`src/hdl/gre_pkg.sv`:
```
// ----------------------------------------------------------------------------
// gre_pkg
// Shared types and codes for the graph reachability engine: request and
// result items, command and status codes, controller states and the
// controller to datapath control bundles.
// ----------------------------------------------------------------------------
package gre_pkg;

    // request item
    typedef struct packed {
        logic [1:0] cmd;
        logic [7:0] src_label;
        logic [7:0] dst_label;
    } t_in_item;

    // result item
    typedef struct packed {
        logic       path_found;
        logic [1:0] status;
    } t_out_item;

    // request command codes
    localparam logic [1:0] CMD_ADD   = 2'd0;
    localparam logic [1:0] CMD_QUERY = 2'd1;
    localparam logic [1:0] CMD_CLEAR = 2'd2;

    // result status codes
    localparam logic [1:0] ST_OK      = 2'd0;
    localparam logic [1:0] ST_FULL    = 2'd1;
    localparam logic [1:0] ST_UNKNOWN = 2'd2;

    // controller states
    typedef enum logic [3:0] {
        S_IDLE,
        S_SCAN,
        S_WR_SRC,
        S_WR_DST,
        S_ROW_RD,
        S_ROW_WR,
        S_REACH_LD,
        S_SWEEP,
        S_DONE
    } t_state;

    // controller to datapath commands
    typedef struct packed {
        logic       load_in;
        logic       clear;
        logic       scan_start;
        logic       scan_en;
        logic       wr_src;
        logic       wr_dst;
        logic       row_rd;
        logic       row_wr;
        logic       reach_ld;
        logic       sweep_start;
        logic       sweep_en;
        logic       res_load;
        logic       res_path;
        logic [1:0] res_status;
    } t_dp_cmd;

    // datapath to controller status
    typedef struct packed {
        logic walk_done;
        logic src_hit;
        logic dst_hit;
        logic same_label;
        logic table_full;
        logic reach_chg;
    } t_dp_sts;

endpackage

```
`src/hdl/gre_ram.sv`:
```
// ----------------------------------------------------------------------------
// gre_ram
// Generic simple dual port RAM: one write port, one read port with
// registered read data.
// ----------------------------------------------------------------------------
module gre_ram #(
    parameter int WIDTH = 8,
    parameter int DEPTH = 16
) (
    input  logic                     i_clk,
    input  logic                     i_we,
    input  logic [$clog2(DEPTH)-1:0] i_waddr,
    input  logic [WIDTH-1:0]         i_wdata,
    input  logic [$clog2(DEPTH)-1:0] i_raddr,
    output logic [WIDTH-1:0]         o_rdata
);

    logic [WIDTH-1:0] r_mem [DEPTH];
    logic [WIDTH-1:0] r_rdata;

    // write port and registered read
    always_ff @(posedge i_clk) begin
        if (i_we) begin
            r_mem[i_waddr] <= i_wdata;
        end
        r_rdata <= r_mem[i_raddr];
    end

    assign o_rdata = r_rdata;

endmodule

```
`src/hdl/gre_dp.sv`:
```
// ----------------------------------------------------------------------------
// gre_dp
// Datapath: label table and adjacency memories, label scan, edge insertion,
// reachability sweeps and the result register.
// ----------------------------------------------------------------------------
module gre_dp #(
    parameter int MAX_NODES = 16
) (
    input  logic              i_clk,
    input  logic              i_rst_n,
    input  gre_pkg::t_in_item i_in,
    input  gre_pkg::t_dp_cmd  i_cmd,
    output gre_pkg::t_dp_sts  o_sts,
    output gre_pkg::t_out_item o_out
);

    localparam int IW = $clog2(MAX_NODES);
    localparam int CW = $clog2(MAX_NODES + 1);

    // control state
    logic [CW-1:0]        r_count;
    logic [CW-1:0]        r_ptr;
    logic                 r_cmp_vld;
    logic                 r_src_hit;
    logic                 r_dst_hit;
    logic                 r_chg;
    logic                 r_rdv;
    logic [MAX_NODES-1:0] r_row_vld;
    logic [MAX_NODES-1:0] r_reach;

    // payload state
    logic [7:0]          r_src;
    logic [7:0]          r_dst;
    logic [IW-1:0]       r_si;
    logic [IW-1:0]       r_di;
    logic [IW-1:0]       r_cmp_idx;
    gre_pkg::t_out_item  r_out;

    logic [7:0]           lab_q;
    logic [7:0]           lab_wdata;
    logic                 lab_we;
    logic [MAX_NODES-1:0] adj_q;
    logic [MAX_NODES-1:0] row_q;
    logic [MAX_NODES-1:0] onehot;
    logic [IW-1:0]        adj_raddr;
    logic                 issue;
    logic                 walk_en;
    logic                 same;
    logic [1:0]           need;
    logic [CW:0]          need_sum;

    // memory addressing
    assign issue     = r_ptr < r_count;
    assign walk_en   = i_cmd.scan_en | i_cmd.sweep_en;
    assign lab_we    = i_cmd.wr_src | i_cmd.wr_dst;
    assign lab_wdata = i_cmd.wr_src ? r_src : r_dst;
    assign adj_raddr = i_cmd.row_rd ? r_si : r_ptr[IW-1:0];
    assign row_q     = r_rdv ? adj_q : '0;
    assign onehot    = {{(MAX_NODES-1){1'b0}}, 1'b1} << r_di;

    gre_ram #(
        .WIDTH(8),
        .DEPTH(MAX_NODES)
    ) u_label_ram (
        .i_clk  (i_clk),
        .i_we   (lab_we),
        .i_waddr(r_count[IW-1:0]),
        .i_wdata(lab_wdata),
        .i_raddr(r_ptr[IW-1:0]),
        .o_rdata(lab_q)
    );

    gre_ram #(
        .WIDTH(MAX_NODES),
        .DEPTH(MAX_NODES)
    ) u_adj_ram (
        .i_clk  (i_clk),
        .i_we   (i_cmd.row_wr),
        .i_waddr(r_si),
        .i_wdata(row_q | onehot),
        .i_raddr(adj_raddr),
        .o_rdata(adj_q)
    );

    // free index check for an edge insertion
    assign same     = r_src == r_dst;
    assign need     = {1'b0, ~r_src_hit} + {1'b0, ~r_dst_hit & ~(~r_src_hit & same)};
    assign need_sum = {1'b0, r_count} + (CW+1)'(need);

    // status to controller
    always_comb begin
        o_sts.walk_done  = (r_ptr == r_count) && !r_cmp_vld;
        o_sts.src_hit    = r_src_hit;
        o_sts.dst_hit    = r_dst_hit;
        o_sts.same_label = same;
        o_sts.table_full = need_sum > (CW+1)'(MAX_NODES);
        o_sts.reach_chg  = r_chg;
    end

    // control registers
    always_ff @(posedge i_clk) begin
        if (!i_rst_n) begin
            r_count   <= '0;
            r_ptr     <= '0;
            r_cmp_vld <= 1'b0;
            r_src_hit <= 1'b0;
            r_dst_hit <= 1'b0;
            r_chg     <= 1'b0;
            r_rdv     <= 1'b0;
            r_row_vld <= '0;
            r_reach   <= '0;
        end else begin
            r_rdv <= r_row_vld[adj_raddr];
            if (i_cmd.clear) begin
                r_count   <= '0;
                r_row_vld <= '0;
                r_reach   <= '0;
            end
            if (i_cmd.scan_start) begin
                r_ptr     <= '0;
                r_cmp_vld <= 1'b0;
                r_src_hit <= 1'b0;
                r_dst_hit <= 1'b0;
            end
            if (i_cmd.sweep_start) begin
                r_ptr     <= '0;
                r_cmp_vld <= 1'b0;
                r_chg     <= 1'b0;
            end
            // walk pointer and read pipeline
            if (walk_en) begin
                if (issue) begin
                    r_ptr <= r_ptr + CW'(1);
                end
                r_cmp_vld <= issue;
            end
            // label compare stage
            if (i_cmd.scan_en && r_cmp_vld) begin
                if (lab_q == r_src) begin
                    r_src_hit <= 1'b1;
                end
                if (lab_q == r_dst) begin
                    r_dst_hit <= 1'b1;
                end
            end
            if (i_cmd.wr_src || i_cmd.wr_dst) begin
                r_count <= r_count + CW'(1);
            end
            if (i_cmd.row_wr) begin
                r_row_vld[r_si] <= 1'b1;
            end
            if (i_cmd.reach_ld) begin
                r_reach <= row_q;
            end
            // fold in the row of a reached node
            if (i_cmd.sweep_en && r_cmp_vld && r_reach[r_cmp_idx]) begin
                r_reach <= r_reach | row_q;
                if ((row_q & ~r_reach) != '0) begin
                    r_chg <= 1'b1;
                end
            end
        end
    end

    // payload registers
    always_ff @(posedge i_clk) begin
        if (i_cmd.load_in) begin
            r_src <= i_in.src_label;
            r_dst <= i_in.dst_label;
        end
        if (walk_en && issue) begin
            r_cmp_idx <= r_ptr[IW-1:0];
        end
        if (i_cmd.scan_en && r_cmp_vld) begin
            if (lab_q == r_src) begin
                r_si <= r_cmp_idx;
            end
            if (lab_q == r_dst) begin
                r_di <= r_cmp_idx;
            end
        end
        // new label indices
        if (i_cmd.wr_src) begin
            r_si <= r_count[IW-1:0];
            if (!r_dst_hit && same) begin
                r_di <= r_count[IW-1:0];
            end
        end
        if (i_cmd.wr_dst) begin
            r_di <= r_count[IW-1:0];
        end
        if (i_cmd.res_load) begin
            r_out.path_found <= i_cmd.res_path & r_reach[r_di];
            r_out.status     <= i_cmd.res_status;
        end
    end

    assign o_out = r_out;

endmodule

```
`src/hdl/gre_ctrl.sv`:
```
// ----------------------------------------------------------------------------
// gre_ctrl
// Controller: sequences the label scan, edge insertion and reachability
// sweeps, and owns the request and result handshakes.
// ----------------------------------------------------------------------------
module gre_ctrl (
    input  logic             i_clk,
    input  logic             i_rst_n,
    input  logic             i_in_valid,
    input  logic [1:0]       i_in_cmd,
    output logic             o_in_ready,
    output logic             o_out_valid,
    input  logic             i_out_ready,
    output gre_pkg::t_dp_cmd o_cmd,
    input  gre_pkg::t_dp_sts i_sts
);

    gre_pkg::t_state r_state;
    gre_pkg::t_state n_state;
    logic            r_is_query;
    logic            n_is_query;
    logic [1:0]      r_res_st;
    logic [1:0]      n_res_st;
    logic            r_res_path;
    logic            n_res_path;
    logic            r_out_vld;
    logic            n_out_vld;
    logic            accept;
    logic            res_free;

    assign accept   = i_in_valid && (r_state == gre_pkg::S_IDLE);
    assign res_free = !r_out_vld || i_out_ready;

    // next state
    always_comb begin
        n_state    = r_state;
        n_is_query = r_is_query;
        n_res_st   = r_res_st;
        n_res_path = r_res_path;
        unique case (r_state)
            gre_pkg::S_IDLE: begin
                if (accept) begin
                    n_res_st   = gre_pkg::ST_OK;
                    n_res_path = 1'b0;
                    unique case (i_in_cmd)
                        gre_pkg::CMD_ADD: begin
                            n_is_query = 1'b0;
                            n_state    = gre_pkg::S_SCAN;
                        end
                        gre_pkg::CMD_QUERY: begin
                            n_is_query = 1'b1;
                            n_state    = gre_pkg::S_SCAN;
                        end
                        default: begin
                            n_state = gre_pkg::S_DONE;
                        end
                    endcase
                end
            end
            gre_pkg::S_SCAN: begin
                if (i_sts.walk_done) begin
                    if (r_is_query) begin
                        if (i_sts.src_hit && i_sts.dst_hit) begin
                            n_state = gre_pkg::S_ROW_RD;
                        end else begin
                            n_res_st = gre_pkg::ST_UNKNOWN;
                            n_state  = gre_pkg::S_DONE;
                        end
                    end else if (i_sts.table_full) begin
                        n_res_st = gre_pkg::ST_FULL;
                        n_state  = gre_pkg::S_DONE;
                    end else if (!i_sts.src_hit) begin
                        n_state = gre_pkg::S_WR_SRC;
                    end else if (!i_sts.dst_hit) begin
                        n_state = gre_pkg::S_WR_DST;
                    end else begin
                        n_state = gre_pkg::S_ROW_RD;
                    end
                end
            end
            gre_pkg::S_WR_SRC: begin
                if (!i_sts.dst_hit && !i_sts.same_label) begin
                    n_state = gre_pkg::S_WR_DST;
                end else begin
                    n_state = gre_pkg::S_ROW_RD;
                end
            end
            gre_pkg::S_WR_DST: begin
                n_state = gre_pkg::S_ROW_RD;
            end
            gre_pkg::S_ROW_RD: begin
                n_state = r_is_query ? gre_pkg::S_REACH_LD : gre_pkg::S_ROW_WR;
            end
            gre_pkg::S_ROW_WR: begin
                n_state = gre_pkg::S_DONE;
            end
            gre_pkg::S_REACH_LD: begin
                n_state = gre_pkg::S_SWEEP;
            end
            gre_pkg::S_SWEEP: begin
                if (i_sts.walk_done && !i_sts.reach_chg) begin
                    n_res_path = 1'b1;
                    n_state    = gre_pkg::S_DONE;
                end
            end
            gre_pkg::S_DONE: begin
                if (res_free) begin
                    n_state = gre_pkg::S_IDLE;
                end
            end
            default: begin
                n_state = gre_pkg::S_IDLE;
            end
        endcase
    end

    // datapath commands
    always_comb begin
        o_cmd            = '0;
        o_cmd.res_status = r_res_st;
        o_cmd.res_path   = r_res_path;
        unique case (r_state)
            gre_pkg::S_IDLE: begin
                o_cmd.load_in    = accept;
                o_cmd.scan_start = accept;
                o_cmd.clear      = accept && (i_in_cmd == gre_pkg::CMD_CLEAR);
            end
            gre_pkg::S_SCAN: begin
                o_cmd.scan_en = 1'b1;
            end
            gre_pkg::S_WR_SRC: begin
                o_cmd.wr_src = 1'b1;
            end
            gre_pkg::S_WR_DST: begin
                o_cmd.wr_dst = 1'b1;
            end
            gre_pkg::S_ROW_RD: begin
                o_cmd.row_rd = 1'b1;
            end
            gre_pkg::S_ROW_WR: begin
                o_cmd.row_wr = 1'b1;
            end
            gre_pkg::S_REACH_LD: begin
                o_cmd.reach_ld    = 1'b1;
                o_cmd.sweep_start = 1'b1;
            end
            gre_pkg::S_SWEEP: begin
                if (i_sts.walk_done) begin
                    o_cmd.sweep_start = i_sts.reach_chg;
                end else begin
                    o_cmd.sweep_en = 1'b1;
                end
            end
            gre_pkg::S_DONE: begin
                o_cmd.res_load = res_free;
            end
            default: begin
                o_cmd.res_load = 1'b0;
            end
        endcase
    end

    // result valid
    always_comb begin
        n_out_vld = r_out_vld;
        if (o_cmd.res_load) begin
            n_out_vld = 1'b1;
        end else if (i_out_ready) begin
            n_out_vld = 1'b0;
        end
    end

    // state registers
    always_ff @(posedge i_clk) begin
        if (!i_rst_n) begin
            r_state    <= gre_pkg::S_IDLE;
            r_is_query <= 1'b0;
            r_res_st   <= gre_pkg::ST_OK;
            r_res_path <= 1'b0;
            r_out_vld  <= 1'b0;
        end else begin
            r_state    <= n_state;
            r_is_query <= n_is_query;
            r_res_st   <= n_res_st;
            r_res_path <= n_res_path;
            r_out_vld  <= n_out_vld;
        end
    end

    assign o_in_ready  = (r_state == gre_pkg::S_IDLE);
    assign o_out_valid = r_out_vld;

endmodule

```
`src/hdl/graph_reachability_engine_core.sv`:
```
// ----------------------------------------------------------------------------
// Clear and unused commands go straight from request accept to the result.
// Add and query first scan the assigned labels; add edge then writes any new
// labels and the row, while a full table or unknown query label goes to the result.
// Query: after the scan, closure sweeps repeat until the reach set stops growing.
// Throughput: one request at a time; a new request is taken while a result waits.
// Reset (synchronous, active low) empties the graph at once, no sweep needed.
// ----------------------------------------------------------------------------
// graph_reachability_engine_core
// Directed graph over 8-bit labelled nodes with reachability queries.
// ----------------------------------------------------------------------------
module graph_reachability_engine_core #(
    parameter int MAX_NODES = 16
) (
    input  logic               i_clk,
    input  logic               i_rst_n,
    input  logic               i_in_valid,
    output logic               o_in_ready,
    input  gre_pkg::t_in_item  i_in_data,
    output logic               o_out_valid,
    input  logic               i_out_ready,
    output gre_pkg::t_out_item o_out_data
);

    gre_pkg::t_dp_cmd dp_cmd;
    gre_pkg::t_dp_sts dp_sts;

    // sequencing
    gre_ctrl u_ctrl (
        .i_clk      (i_clk),
        .i_rst_n    (i_rst_n),
        .i_in_valid (i_in_valid),
        .i_in_cmd   (i_in_data.cmd),
        .o_in_ready (o_in_ready),
        .o_out_valid(o_out_valid),
        .i_out_ready(i_out_ready),
        .o_cmd      (dp_cmd),
        .i_sts      (dp_sts)
    );

    // storage and compute
    gre_dp #(
        .MAX_NODES(MAX_NODES)
    ) u_dp (
        .i_clk  (i_clk),
        .i_rst_n(i_rst_n),
        .i_in   (i_in_data),
        .i_cmd  (dp_cmd),
        .o_sts  (dp_sts),
        .o_out  (o_out_data)
    );

endmodule

```
`config.mk`:
```
export PLATFORM = sky130hd
export DESIGN_NAME = graph_reachability_engine_core
export DESIGN_NICKNAME = d
export VERILOG_FILES = /design/src/hdl/gre_pkg.sv /design/src/hdl/gre_ram.sv /design/src/hdl/gre_dp.sv /design/src/hdl/gre_ctrl.sv /design/src/hdl/graph_reachability_engine_core.sv
export SDC_FILE = /design/constraint.sdc
export NUM_CORES = 1
export LEC_CHECK = 0
export ABC_AREA = 1
export BUFFER_PORTS_ARGS = -buffer_cell sky130_fd_sc_hd__buf_2
export CAP_MARGIN = 10
export CORE_ASPECT_RATIO = 1.5
export CORE_MARGIN = 2
export CORE_UTILIZATION = 44
export DETAILED_ROUTE_END_ITERATION = 8
export PLACE_DENSITY = 0.59
export SYNTH_ARGS = -nofsm -noshare
export SYNTH_HDL_FRONTEND = slang
export SYNTH_HIERARCHICAL = 1
export SYNTH_SLANG_ARGS = --single-unit
```
`constraint.sdc`:
```
create_clock -name i_clk -period 4.2 [get_ports i_clk]
set_input_delay 0.84 -clock i_clk [delete_from_list [all_inputs] [get_ports i_clk]]
set_output_delay 0.84 -clock i_clk [all_outputs]
set_load 0.02 [all_outputs]
```
After elaboration in Yosys (flattened, before gate mapping)
Memories as Yosys holds them, arrays and structs flattened. A register that Yosys moved wholly into a read port is not among the register bits.
Cells that the tools add are included.
Cells by class
  add/sub/neg operators: 4
  magnitude comparators: 7
  equal/unequal tests: 20
  shifts and indexed selects: 1
  mux-type cells: 84
  bitwise logic cells: 13
  reductions and logical operators: 37
Operator list (count)
  16-bit two-way mux: 7
  4-bit two-way mux: 18
  16-bit OR: 3
  4-bit case mux with 9 select lines: 1
  1-bit two-way mux: 34
  5-bit two-way mux: 6
  8-bit == test: 3
  4-bit by 5-bit less-than comparator with 1-bit output (second input constant): 4
  16-bit bitwise AND: 1
  4-bit by 3-bit == test with 1-bit output (second input constant): 4
  16-bit inverter: 1
  16-bit nonzero test: 1
  1-bit by 4-bit << shifter with 16-bit output (first input constant): 1
  2-bit nonzero test: 7
  1-bit binary-select mux with 4-bit select: 3
  1-bit logical AND: 12
  2-bit two-way mux: 6
  5-bit by 1-bit adder with 5-bit output (second input constant): 2
  3-bit two-way mux: 3
  4-bit by 2-bit == test with 1-bit output (second input constant): 2
  8-bit two-way mux: 1
  2-bit by 1-bit != test with 1-bit output (second input constant): 4
  5-bit by 2-bit adder with 6-bit output: 1
  6-bit by 5-bit greater-than comparator with 1-bit output (second input constant): 1
  26 further kinds: 40
Word-level totals
  register bits: 87
  bits in writable memories: 384
  word-level logic and storage cells: 189
  memories kept: 2
Memory list
  u_dp.u_adj_ram.r_mem: words 16, bits a word 16, read ports 1, clocked after memory_dff 1, wr ports 1, RTL line gre_ram.sv:18  | logic [WIDTH-1:0] r_mem [DEPTH];
  u_dp.u_label_ram.r_mem: words 16, bits a word 8, read ports 1, clocked after memory_dff 1, wr ports 1, RTL line gre_ram.sv:18

Logic depth before layout (Yosys ltp)
Gate-level depths: netlist (run 1).
  depth in word-level cells: 11
  mapped depth: 19
  depth with buffers taken out: 19

Hierarchy
Netlist (run 1), hierarchy kept.
Modules (own cells, without submodules)
  gre_ram at u_dp.u_adj_ram: instances 1, cells each 1074, area an instance 11380.9 um2
  gre_ram at u_dp.u_label_ram: instances 1, cells each 551, area an instance 5766.8 um2
  gre_dp: instances 1, cells each 664, area an instance 4712.0 um2
  gre_ctrl: instances 1, cells each 117, area an instance 768.2 um2

Least setup slack after synthesis (run 1)
OpenSTA, ideal clock, no wires.
  kind: flip-flop to flip-flop
  start: register u_dp.r_dst[6]
  end: register u_ctrl.r_res_st[0]
  setup time: 0.114 ns
  arrival: 2.682 ns
  data required time: 4.086 ns
  slack: 1.405 ns
  stages on the path, launching flop included: 20
  period minus slack after synthesis: 2.795 ns
  path through: edfxtp_1 -> xor2_1 -> nor2_1 -> nand2_1 -> nor3_2 -> a21oi_1 -> fa_1 -> ha_1 -> a21oi_1 -> o21ai_0 -> a2111oi_0 -> o21ai_0 -> nand2_1 -> nand2_1 -> nand2_4 -> nor2_4 -> nor2_2 -> nand2_1 -> nand2_1 -> nor2_1
RTL lines
  start, declared: RTL line gre_dp.sv:33  | logic [7:0] r_dst;
  start signal, assigned: RTL line gre_dp.sv:169  | r_dst <= i_in.dst_label;
  end signal, assigned: RTL line gre_ctrl.sv:178  | r_res_st <= gre_pkg::ST_OK;
  end signal, assigned: RTL line gre_ctrl.sv:184  | r_res_st <= n_res_st;
  end, declared: RTL line gre_ctrl.sv:22  | logic [1:0] r_res_st;

==> metrics.md, run 1 <==
| Metric | Value |
|---|---|
| Met2 Use GR | 41.5% |
| Post-Route WL | just under 60 mm |
| TritonCTS clock tree | yes |
| Worst rel slew slack | 23.9% |
| CTS H-tree lvls | 2 |
| CP max FO | 4 |
| Synthesized instance count | 2406 |
| Synthesized flop and latch total | just under 500 |
| Met3 Use GR | 2.39% |
| Clk root buf | clkbuf_16 |
| Least-Margin Pin Slew | 1.14 ns |
| Worst Setup Start Kind | flop |
| Worst setup EP type | flop |
| Num CTS Buffers | 47 |
| Die W | 189 um |
| # port buffers | 26 |
| Worst-Skew Late Latency | about 0.57 ns |
| Gr usage total | 21.8% |
| Total grt overflow | 0 |
| Starting density of the core | about 45% |
| Initial antenna violation count | 0 |
| Nets@finish | 2461 |
| GRT met1 Usage | 24.0% |
| Wire length per cell | 18.4 um |
| GR peak layer | met2 |
| CORE AREA | 50700 sq um |
| Clk buf depth | 3 |
| Initial DRC count | 1295 |
| First-pass DRT Iterations | 5 |
| Final Setup Violations | 0 |
| Clk sinks | 495 |
| Gp weighted congestion | 0.901 |
| Status | finished clean |
| First-pass GRT wire length | 88.6 mm |
| Vias | between 15000 and 20000 |
| Fraction of layout cells with a size suffix above 1 | a little under a tenth |
| Final worst slack | 1.07 ns |
| Synth unique cells | 45 |
| Vias in the first global route | 15800 |
| Max Transition Viols Final | 0 |
| Antenna-violating nets left | 0 |
| Avg Vias per Cell | 5.12 |
| Critical path data arrival time | 3.60 ns |
| Dpl hpwl | 36.8 mm |
| WP data required | between 4 and 5 ns |
| Worst-path clk slew | 0.06 ns |
| Diode count | 0 |
| Max cap viols | 0 |
| Setup TNS | 0 ns |
| Worst slack, placed | 1.05 ns |
| Post-CTS setup buffer count | 0 |
| Crit path time final | 3.13 ns |
| Setup CP Type | reg -> reg |
| Largest net degree at the start of global routing | roughly 150 |
| Post-CTS sizing | 0 |
| Synth warn | 6 |
| Syn_nets | 2437 |
| Die area | 53300 sq um |
| Top Ports | 27 |
| Worst hold path class | in -> reg |
| Period utilization | 74.6% |
| Seq/Total Area, Yosys | 62.0% |
| Leak | 10.5 nW |
| Mapped Area | between 20000 and 25000 sq um |
| Clock Skews | 0.0304 ns |
| Mean Syn Cell Area | between 9 and 10 sq um |
| Max Fclk | approximately 320 MHz |
| RSZ-0062 raised after global routing | false |
| Synth-to-layout area growth | 10.6% |
| Drt drc | 0 |
| Chip Height | between 200 and 300 um |
| CTS Hold Bufs | 0 |
| Power density over cell area | 435 nW/um^2 |
| Final hold vios | 0 |
| Row count | 101 |
| Worst IR Drop VDD | 0.475 mV |
## Yosys cell counts, drive strengths merged
library cell | n | area [sq um]
a2111oi | 1 | 8.76
a21boi | 1 | 7.51
a21oi | 58 | 328
a22oi | 10 | 75.1
a32oi | 2 | 17.5
buf | 85 | 592
clkbuf | 19 | 71.3
clkinv | 1 | 3.75
dfxtp | 84 | 1680
edfxtp | 411 | 12300
fa | 1 | 20.0
ha | 8 | 100
inv | 415 | 1570
nand2 | 721 | 2770
nand3 | 363 | 1820
nand3b | 7 | 52.6
nand4 | 7 | 43.8
nor2 | 112 | 509
nor3 | 12 | 65.1
nor3b | 1 | 7.51
nor4 | 2 | 18.8
o2111ai | 5 | 43.8
o211ai | 6 | 45.0
o21a | 2 | 15.0
o21ai | 56 | 295
o22ai | 2 | 12.5
o31ai | 1 | 7.51
xnor2 | 4 | 35.0
xor2 | 9 | 78.8
## power by group
part | internal [W] | switching [W] | total (W) | leakage (nW)
Sequential | 0.00558 | 0.0000860 | 0.00566 | 4.52
Combinational | 0.000217 | 0.000658 | 0.000875 | 5.25
Clock | 0.00253 | 0.00181 | 0.00435 | 0.771
## path summary, 6_finish.rpt
| path | cells past startpoint | startpoint | to | slack (ns) |
|---|---|---|---|---|
| max | 19 | u_dp/r_dst[6] | u_ctrl/r_res_st[1] | 1.07 |
| min | 1 | i_in_data[9] | u_dp/r_src[1] | 0.44 |
| max reg2reg | 19 | u_dp/r_dst[6] | u_ctrl/r_res_st[1] | 1.07 |
| min reg2reg | 0 | u_ctrl/r_res_st[0] | u_dp/o_out[0] | 0.45 |
## per-stage QoR
stage	cells	hold WS, ns	total power, W	utilization, %	instance area (sq um)
2_1_floorplan	2406	0.408	0.00627	-	22600
3_3_place_gp	3049	0.430	0.00663	46.3	23400
3_5_place_dp	3049	0.438	0.00665	46.3	23400
4_1_cts	3137	0.410	0.0110	49.4	25000
5_1_grt	3138	0.410	0.0112	49.4	25000
6_report	3138	0.440	0.0109	49.4	25000
## worst max-delay path: stages, from the launching register on
cell and delay (ns):
edfxtp_1 0.44, xor2_1 0.19, nor2_1 0.10, nand2_1 0.08
nor3_2 0.19, a21oi_1 0.12, fa_1 0.40, ha_1 0.22
a21oi_1 0.14, o21ai_0 0.09, a2111oi_0 0.29, o21ai_0 0.17
nand2_1 0.11, nand2_1 0.09, nand2_4 0.08, nor2_4 0.03
nor2_2 0.14, nand2_1 0.07, nand2_1 0.05, nor2_1 0.05
## final cells by class
type                            count  area, sq um
Timing Repair Buffer               79          584
Clock inverter                     29          328
Clock buffer                       59         1240
Fill cell                        4662        25700
Sequential cell                   495        14000
Inverter                          416         1570
Multi-Input combinational cell   1391         6440
Tap cell                          669          837
## cell usage in the layout (no fill, tap or decap), types with 2 or more instances in the layout
cell and n:
nand2_1 706, edfxtp_1 411, inv_1 405, nand3_1 363, dfxtp_1 83, nor2_1 76, clkbuf_16 48, buf_4 48
a21oi_1 48, o21ai_0 45, nor2_2 30, buf_2 26, clkinv_2 12, clkbuf_1 11, nand2_2 10, nor3_1 10
a22oi_1 10, a21oi_2 10, clkinv_1 9, xor2_1 9, inv_2 8, ha_1 8, bufinv_16 7, nand4_1 7
nand3b_1 7, o211ai_1 6, o21ai_1 6, nor2_4 5, nand2_4 5, o2111ai_1 5, xnor2_1 4, buf_12 4
o21ai_2 3, nor3_2 2, o21ai_4 2, o22ai_1 2, o21a_1 2, a32oi_1 2
## logic make-up (layout without fill, tap and decap cells)
kind of cell	Yosys count	count (layout)	synth area share [%]
AND/OR/NAND/NOR	1225	1225	23.3
buffers and inverters	520	583	9.86
flip-flops	495	495	62.0
AO/OA/AOI/OAI	144	144	3.78
XOR/XNOR	13	13	0.503
adder cells (fa/ha/maj)	9	9	0.531
## routing by layer
metal | wire [um] | share of wire (%)
met4 | 2660 | 4.6
met1 | 21800 | 38
met3 | 2230 | 3.8
met5 | 0 | 0
met2 | 31200 | 54
## sequential cells by signal, indices dropped and copies added (netlist names), 5 cells and up
name                      flops
u_dp/u_label_ram/o_rdata      8
u_dp/r_dst                    8
u_dp/r_reach                 16
u_dp/u_adj_ram/r_mem        256
u_dp/u_adj_ram/o_rdata       16
u_dp/r_src                    8
u_dp/u_label_ram/r_mem      128
u_dp/r_count                  5
u_dp/r_row_vld               16
u_dp/r_ptr                    5
No activity file was read; power rests on OpenSTA's default activity.
==> run 2: changes to the inputs <==
==> constraint.sdc (replaced) <==
create_clock -name i_clk -period 2.89 [get_ports i_clk]
set_input_delay 0.578 -clock i_clk [delete_from_list [all_inputs] [get_ports i_clk]]
set_output_delay 0.578 -clock i_clk [all_outputs]
set_load 0.02 [all_outputs]
==> run 2 against run 1 <==
Effect of this change:
- register-to-register slack got worse by 1.0 ns
- combinational power up 59%
- sequential cell count unchanged
- highest routed layer unchanged
- global-route usage up 0.30 points
==> metrics.md, run 2 (same netlist as run 1, synthesis figures left out) <==
| Metric | Value |
|---|---|
| Final hold vios | 0 (unchanged) |
| Status | finished clean |
| Clk sinks | 495 (unchanged) |
| Antenna-violating nets left | 0 (unchanged) |
| WP data required | 3.39 ns (-1.28 ns) |
| Top Ports | 27 (unchanged) |
| Worst IR Drop VDD | 0.544 mV (+15%) |
| Critical path data arrival time | 3.31 ns (-0.29 ns) |
| Initial DRC count | 1207 (-6.8%) |
| Post-Route WL | 58.5 mm (+1.1%) |
| Row count | 101 (unchanged) |
| Worst-path clk slew | 0.07 ns (about the same) |
| Vias | 16300 (+1.3%) |
| Total grt overflow | 0 (unchanged) |
| Placed inst area | 24000 sq um (+2.3%) |
| Max Fclk | 355 MHz (+11%) |
| # port buffers | 26 (unchanged) |
| Starting density of the core | 44.7% (unchanged) |
| Vias in the first global route | 16200 (+2.3%) |
| Chip Height | 282 um (unchanged) |
| Die area | 53300 sq um (unchanged) |
| Dpl hpwl | 37.7 mm (+2.6%) |
| Largest net degree at the start of global routing | 94 (-35%) |
| First-pass GRT wire length | 90.1 mm (+1.7%) |
| Largest register FFs | 256 (unchanged) |
| Setup TNS | 0 ns (unchanged) |
| Synth-to-layout area growth | 13.2% |
| Finished Cell Area | 25600 sq um (+2.4%) |
| Worst rel slew slack | 34.7% (+11 points) |
| Largest delay share family, worst path | simple AND/OR/NAND/NOR gates |
| Clk buf depth | 3 (unchanged) |
| Final Setup Violations | 0 (unchanged) |
| TritonCTS clock tree | yes |
| Clock Skews | 0.0297 ns (-0.000785 ns) |
| Die W | 189 um (unchanged) |
| Clk root buf | clkbuf_16 |
| Commonest cells after routing, fill and taps aside | nand2_1 (705), edfxtp_1 (411), inv_1 (405), nand3_1 (363), buf_4 (110) |
| Gp weighted congestion | 0.885 (-1.8%) |
| Nets@finish | 2528 (+2.7%) |
| Num CTS Buffers | 48 (+2.1%) |
| Power density over cell area | 616 nW/um^2 (+42%) |
| Drt drc | 0 (unchanged) |
| Max cap viols | 0 (unchanged) |
| Largest register by flop count | u_dp/u_adj_ram/r_mem |
| CTS Hold Bufs | 0 (unchanged) |
| Crit path cell chain | xnor2_1 > nand3_1 > nor3_4 > a21oi_2 > fa_2 > ha_4 > buf_4 > nor2_1 > a2111oi_2 > o21ai_1 > nand2_1 > nand2_2 > nand2_4 > nor2_4 > nor2_4 > a21oi_1 > nor2_1 |
| Period utilization | 97.5% (+23 points) |
| First-pass DRT Iterations | 7 (+2) |
| Fraction of layout cells with a size suffix above 1 | 12.2% (+3.0 points) |
| Setup CP Type | reg -> reg |
| Max Transition Viols Final | 0 (unchanged) |
| Crit path time final | 2.82 ns (-0.315 ns) |
| Crit-path slowest cell | edfxtp_1 |
| Worst Setup Start Kind | flop |
| Gr usage total | 22.1% (+0.30 points) |
| CP peak stage delay | 0.42 ns (-0.02 ns) |
| CP max FO | 4 (unchanged) |
| Diode count | 0 (unchanged) |
| Worst-Skew Late Latency | 0.61 ns (+0.04 ns) |
| Avg Vias per Cell | 5.08 (-0.80%) |
| Leak | 10.9 nW (+3.3%) |
| Wire length per cell | 18.2 um (-1.0%) |
| CTS H-tree lvls | 2 (unchanged) |
| Least-Margin Pin Slew | 0.979 ns (-0.161 ns) |
| CORE AREA | 50700 sq um (unchanged) |
| Largest regs | u_dp/u_adj_ram/r_mem (256), u_dp/u_label_ram/r_mem (128) |
| Post-Route Utilization | 50.6% (+1.2 points) |
| Worst hold path class | in -> reg |
| CP Buf/Inv Count | 1 (+1) |
| Most common cell after layout, fill and taps aside | nand2_1 |
| Worst setup EP type | flop |
| RSZ-0062 raised after global routing | true |
| Initial antenna violation count | 0 (unchanged) |
| WHS | 0.144 ns (-0.296 ns) |
==> run 2: cell type report <==
cell class              instances  area, sq um
well taps                     669          837
repair buffers                145         1140
inverters                     416         1570
flip-flops and latches        495        14000
clock buffers                  64         1320
fillers                      4647        25100
multi-input cells            1391         6500
clock inverters                26          228
==> run 2: routing by layer <==
metal	track usage (%)	vias to the layer above	routed length (um)
li1	-	7960	-
met1	24.1	7776	21800
met2	42.7	414	31900
met3	2.69	128	2330
met4	9.60	0	2400
met5	0	-	0
==> run 2: worst paths after layout <==
check        depth (start not counted)          startpoint  slack (ns)            endpoint
max                                 17       u_dp/r_src[5]        0.07  u_ctrl/r_res_st[0]
max reg2reg                         17       u_dp/r_src[5]        0.07  u_ctrl/r_res_st[0]
min                                  1       i_in_data[10]        0.14       u_dp/r_src[2]
min reg2reg                          0  u_ctrl/r_res_st[1]        0.44       u_dp/o_out[1]
==> run 2: power by group <==
part / switching (W) / leakage (nW) / internal (W) / total [W]
Combinational: 0.00101 / 5.62 / 0.000377 / 0.00139
Clock: 0.00275 / 0.752 / 0.00343 / 0.00618
Sequential: 0.0000986 / 4.52 / 0.00811 / 0.00820
Total: 0.00386 / 10.9 / 0.0119 / 0.0158
==> run 2: worst register-to-register path, stage by stage, from the launching register on <==
cell and delay [ns]:
edfxtp_1 0.42, xnor2_1 0.20, nand3_1 0.15, nor3_4 0.22, a21oi_2 0.08, fa_2 0.38
ha_4 0.18, buf_4 0.13, nor2_1 0.13, a2111oi_2 0.06, o21ai_1 0.17, nand2_1 0.11
nand2_2 0.08, nand2_4 0.06, nor2_4 0.10, nor2_4 0.05, a21oi_1 0.13, nor2_1 0.06
==> run 2: per-stage QoR <==
stage	total power [W]	setup WS, ns	cells
finish	0.0158	0.0736	3206
global route	0.0163	-0.173	3206
CTS	0.0159	-0.116	3204
detailed placement	0.00973	-0.215	3111
global placement	0.00971	-0.118	3111
floorplan	0.00911	0.0948	2406
==> run 2: what timing repair did <==
item	CTS	global route
setup buffers	3	2
cloned	0	0
pin swaps	15	10
setup endpoints to repair	6	6
gates resized for setup	11	5
